$ cat src/rtl/pra_pkg.sv
// ----------------------------------------------------------------------------
// pra_pkg
// Shared types, constants and codes of the page range allocator.
// ----------------------------------------------------------------------------
`default_nettype none

package pra_pkg;

    // Field widths
    localparam int ADDR_W     = 32;
    localparam int COUNT_W    = 17;
    localparam int PAGES_W    = 20;
    localparam int PAGE_SHIFT = 12;
    localparam int CFG_IDX_W  = 2;

    // Default parameter values
    localparam int FREE_ENTRIES_DEF = 256;
    localparam int MAX_PAGES_DEF    = 65536;

    // Reset values of the heap registers (heap start already page aligned)
    localparam logic [ADDR_W-1:0] HEAP_END_RST = 32'hC080_0000;
    localparam logic [ADDR_W-1:0] BUMP_RST     = 32'h0010_0000;
    localparam logic [ADDR_W-1:0] PAGE_BYTES   = 32'h0000_1000;
    localparam logic [ADDR_W-1:0] PAGE_MASK    = 32'h0000_0FFF;

    // Configuration register indexes
    localparam logic [CFG_IDX_W-1:0] REG_HEAP_START = 2'd0;
    localparam logic [CFG_IDX_W-1:0] REG_HEAP_END   = 2'd1;

    // Request modes
    localparam logic MODE_ALLOC = 1'b0;
    localparam logic MODE_FREE  = 1'b1;

    typedef enum logic [1:0] {
        ST_OK        = 2'd0,
        ST_INVALID   = 2'd1,
        ST_EXHAUSTED = 2'd2,
        ST_DROPPED   = 2'd3
    } t_status;

    typedef enum logic {
        ALU_ADD,
        ALU_SUB
    } t_alu_op;

    // Operands of the shared unit: one add/subtract and one compare
    typedef struct packed {
        t_alu_op             op;
        logic [ADDR_W-1:0]   a;
        logic [ADDR_W-1:0]   b;
        logic [ADDR_W-1:0]   ca;
        logic [ADDR_W-1:0]   cb;
    } t_alu_req;

    typedef struct packed {
        logic [ADDR_W-1:0]   y;
        logic                borrow;   // subtract: a < b
        logic                ge;       // ca >= cb
        logic                zero;     // y == 0
    } t_alu_rsp;

    typedef struct packed {
        logic [ADDR_W-1:0]   start;
        logic [PAGES_W-1:0]  pages;
    } t_entry;

    typedef struct packed {
        logic                mode;
        logic [COUNT_W-1:0]  page_count;
        logic [ADDR_W-1:0]   address;
    } t_item;

    typedef struct packed {
        logic [ADDR_W-1:0]   base_address;
        t_status             status;
    } t_result;

    typedef enum logic [4:0] {
        S_IDLE,
        S_A_START,
        S_A_RD,
        S_A_EVAL,
        S_A_FRD,
        S_A_FIT,
        S_A_TRIM,
        S_A_MOVE,
        S_A_BUMP,
        S_A_BCHK,
        S_F_START,
        S_F_RD,
        S_F_END,
        S_F_CHK,
        S_F_LO,
        S_F_HI,
        S_F_MOVE,
        S_F_APP,
        S_DONE
    } t_state;

endpackage

`default_nettype wire

$ cat src/rtl/pra_alu.sv
// ----------------------------------------------------------------------------
// pra_alu
// Shared arithmetic unit: one 32-bit add/subtract and one unsigned compare.
// ----------------------------------------------------------------------------
`default_nettype none

module pra_alu
    import pra_pkg::*;
(
    input  wire t_alu_req i_req,
    output t_alu_rsp      o_rsp
);

    logic [ADDR_W:0] sum;

    // Add or subtract with carry/borrow out
    always_comb begin
        unique case (i_req.op)
            ALU_ADD: sum = {1'b0, i_req.a} + {1'b0, i_req.b};
            ALU_SUB: sum = {1'b0, i_req.a} - {1'b0, i_req.b};
            default: sum = '0;
        endcase
    end

    assign o_rsp.y      = sum[ADDR_W-1:0];
    assign o_rsp.borrow = sum[ADDR_W];
    assign o_rsp.ge     = (i_req.ca >= i_req.cb);
    assign o_rsp.zero   = (sum[ADDR_W-1:0] == '0);

endmodule

`default_nettype wire

$ cat config.mk
export PLATFORM = sky130hd
export DESIGN_NAME = pra_alu
export DESIGN_NICKNAME = d
export VERILOG_FILES = /design/src/rtl/pra_pkg.sv /design/src/rtl/pra_alu.sv
export SDC_FILE = /design/constraint.sdc
export NUM_CORES = 1
export LEC_CHECK = 0
export ABC_AREA = 0
export BUFFER_PORTS_ARGS = -buffer_cell sky130_fd_sc_hd__buf_2
export CAP_MARGIN = 20
export CORE_MARGIN = 2
export CORE_UTILIZATION = 54
export DETAILED_ROUTE_END_ITERATION = 7
export PLACE_DENSITY = 0.91
export SETUP_SLACK_MARGIN = 0.3
export SLEW_MARGIN = 20
export SYNTH_ARGS = -nofsm -noshare
export SYNTH_HDL_FRONTEND = slang
export SYNTH_SLANG_ARGS = --single-unit
$ cat constraint.sdc
create_clock -name vclk -period 10
set_clock_uncertainty 0.05 [all_clocks]
set_input_delay 0 -clock vclk [all_inputs]
set_output_delay 0 -clock vclk [all_outputs]
set_load 0.01 [all_outputs]
# After elaboration in Yosys (flattened, before gate mapping)
# Index checks and enable logic that the tools add are counted.
# W data, S select, Z words.
[classes]
n_lt_le_gt_ge = 1
add_sub_neg = 2
reduce_logical = 1
bitwise_logic = 1
muxes = 1
[op_table]
columns = ["cell", "count"]
rows = [
  ["$pmux W33 S2", 1],
  ["$add A32 B32 Y33", 1],
  ["$sub A32 B32 Y33", 1],
  ["$ge A32 B32 Y1", 1],
  ["$logic_not A32 Y1", 1],
  ["$not A1 Y1", 1],
]
[totals]
ff_bits = 0
output_inout_bits = 35

# Depth between registers and ports, before layout
[logic_depth]
depth_word = 3
ltp_mapped = 21

# Least setup slack after synthesis
# Ideal clock, no wire load.
[synth_path]
kind = "in2out"
from = "in i_req[70] in the netlist's numbering"
to = "out o_rsp[0] in the netlist's numbering"
n_path_buf = 2
t_required_ns = 9.950
arrival_time_ns = 4.042
setup_slack_ns = 5.908
cell_stages = 18
cell_sequence = "or4_1 > nor2_1 > and3_1 > and2_1 > clkbuf_1 > nor2_1 > xnor2_1 > ha_1 > clkbuf_1 > nand4_1 > nor3_1 > or4b_1 > nand3_1 > a211oi_2 > xnor2_1 > or4_1 > nor4b_2 > and4b_1"
[synth_lines]
columns = ["element", "line", "text"]
rows = [
  ["start: declaration", "pra_alu.sv:10", "input wire t_alu_req i_req,"],
  ["end: declaration", "pra_alu.sv:11", "output t_alu_rsp o_rsp"],
]

==> run metrics <==
outcome completed; RSZ-0062 raised after global routing no; Die Wd 84.1 µm; FF/Latch Area 0 µm²; mapped cell area 3460 µm²; type of the tightest min-delay check primary input to output port; Slew headroom 65.1%; vias per inst 6.10; Ys Warns 0; seq_cells 0; CP max-delay cell or4_1; Pre-Repair DR Iteration Count 5; vias 4,415; routed wl met2 5340 µm; # clk buffers 0; CP Launch Type primary input; first-pass GRT wire length 18,600 µm; Post-DP Area 4320 µm²; antenna violations before repair 0; Leakage 2.29 nW; Post-Synthesis Net Count 694; Final Instance Area 4320 µm²; final-report max-slew violation count 0; synthesized instance count 499; kind of critical path primary input to output port; GRT Total Usage 30.6%; boundary pin count 164; area of the multi-input gates 3230 µm²; CP arrival 4.46 ns; Avg Cell Area, Syn 6.94 µm²; worst path cell trace buf_2, or4_1, nor2_1, and3_1, and2_1, nor2_1, xnor2_1, ha_1, nand4_1, nor3_1, or4b_1, nand3_1, a211oi_2, xnor2_1, or4_1, nor4b_2, and4b_1, buf_2; Synth cell types 59; delay-heaviest family, CP simple AND/OR/NAND/NOR gates; minimum clock period 4.51 ns; vias in the first global route 4,262; post_cts resized 0; core area 6280 µm²; CP Capture Point o_rsp[0]; Worst-Margin Slew 0.524 ns; Crit Path Max Fanout 9; Post-synth top cells ha_1 (65), xnor2_1 (47), a21oi_1 (46), inv_1 (46), nor2_1 (43); PwrDens 86.3 nW/µm²; Post-DRT Antenna Nets 0; WP depth 18; Final setup viols 0; period utilisation layout 45.1%; CP peak stage delay 0.58 ns; Req. time, crit path 9.95 ns; Die ar. 7070 µm²; port bufs 164; Fmax achieved 222 MHz; setup TNS 0 ns; drt initial violations 285; synthesis-to-layout area growth 24.8%; Final nets 844; Max Cap Viol 0; Setup crit end kind output port; die span in y 84.1 µm; Synth area leader ha_1; Top Layer Used met4; Area contributors post-synth ha_1 (23%), xnor2_1 (12%), a21oi_1 (6.7%); final count of hold timing violations 0; share of the synthesized area in the top cell type 23.5%; WL/cell 15.4 µm; Routed WL 11,200 µm; largest net degree at the start of global routing 33; met3 routed WL 1170 µm; number of hold buffers added after CTS 0; layout cell share with drive strength beyond 1 26.7%; Final GP Congestion 1.10; register area share after synthesis 0%; FP Rows 29; CP bufs+invs 2; Critical Path Start i_req[70]; worst vdd ir 0.0665 mV; count leader, synth ha_1; Initial Util 55.1%; grt ovf 0; filler instances 536; setup bufs post-CTS 0; HPWL Detailed 9770 µm; Routed met1 length 4410 µm; n_diodes 0; DRC violations left 0
-- stage by stage --
step	utilization, %	std cells	hold WS [ns]	setup WS [ns]	power, mW
global route	68.8	724	0.391	5.11	0.408
detailed placement	68.8	724	0.371	5.51	0.364
floorplan	-	499	0.113	5.91	0.243
finish	68.8	724	0.381	5.49	0.373
CTS	68.8	724	0.371	5.50	0.365
global placement	68.8	724	0.353	5.64	0.353
-- area by class of cell --
cell class / count / share of cell area (%)
inverters: 46 / 4.00
well taps: 77 / 2.23
multi-input cells: 437 / 74.8
repair buffers: 164 / 19.0
-- logic make-up after synthesis --
| kind of cell | after synthesis | synth area share (%) |
|---|---|---|
| xor gates and xnor gates | 56 | 14.4 |
| AOI/OAI and AO/OA | 155 | 30.2 |
| and+or+nand+nor | 158 | 24.0 |
| buffers and inverters | 62 | 6.72 |
| adders and majority gates | 66 | 24.1 |
| muxes | 2 | 0.578 |
-- power by group --
group	switching, mW	internal, mW
clock network	0	0
logic	0.213	0.159
registers	0	0
total	0.213	0.159
-- layout by cell type, fill, tap and decap left out, drive strengths merged, types with 8 or more instances in the layout --
master	Yosys	final
a21oi	47	47
buf	0	164
nor2	43	43
and3	10	10
nand4	11	11
o21ai	16	16
a31oi	14	14
a21o	30	30
a211oi	10	10
xnor2	48	48
inv	46	46
nand3	12	12
ha	65	65
xor2	8	8
nor3	19	19
nand2	23	23
-- how the worst min path moves through the flow --
stage | start | depth (start not counted) | slack (ns) | endpoint
2_1_floorplan | i_req[64] | 2 | 0.11 | o_rsp[3]
3_3_place_gp | i_req[64] | 4 | 0.35 | o_rsp[3]
3_5_place_dp | i_req[64] | 4 | 0.37 | o_rsp[3]
4_1_cts | i_req[64] | 4 | 0.37 | o_rsp[3]
5_1_grt | i_req[97] | 3 | 0.39 | o_rsp[4]
6_report | i_req[64] | 4 | 0.38 | o_rsp[3]
-- layer usage --
metal,GRT usage [%],up-vias
li1,-,2142
met1,37.2,2004
met2,54.3,243
met3,7.02,26
met4,6.89,0
met5,0,-
(Power assumes the default switching activity.)
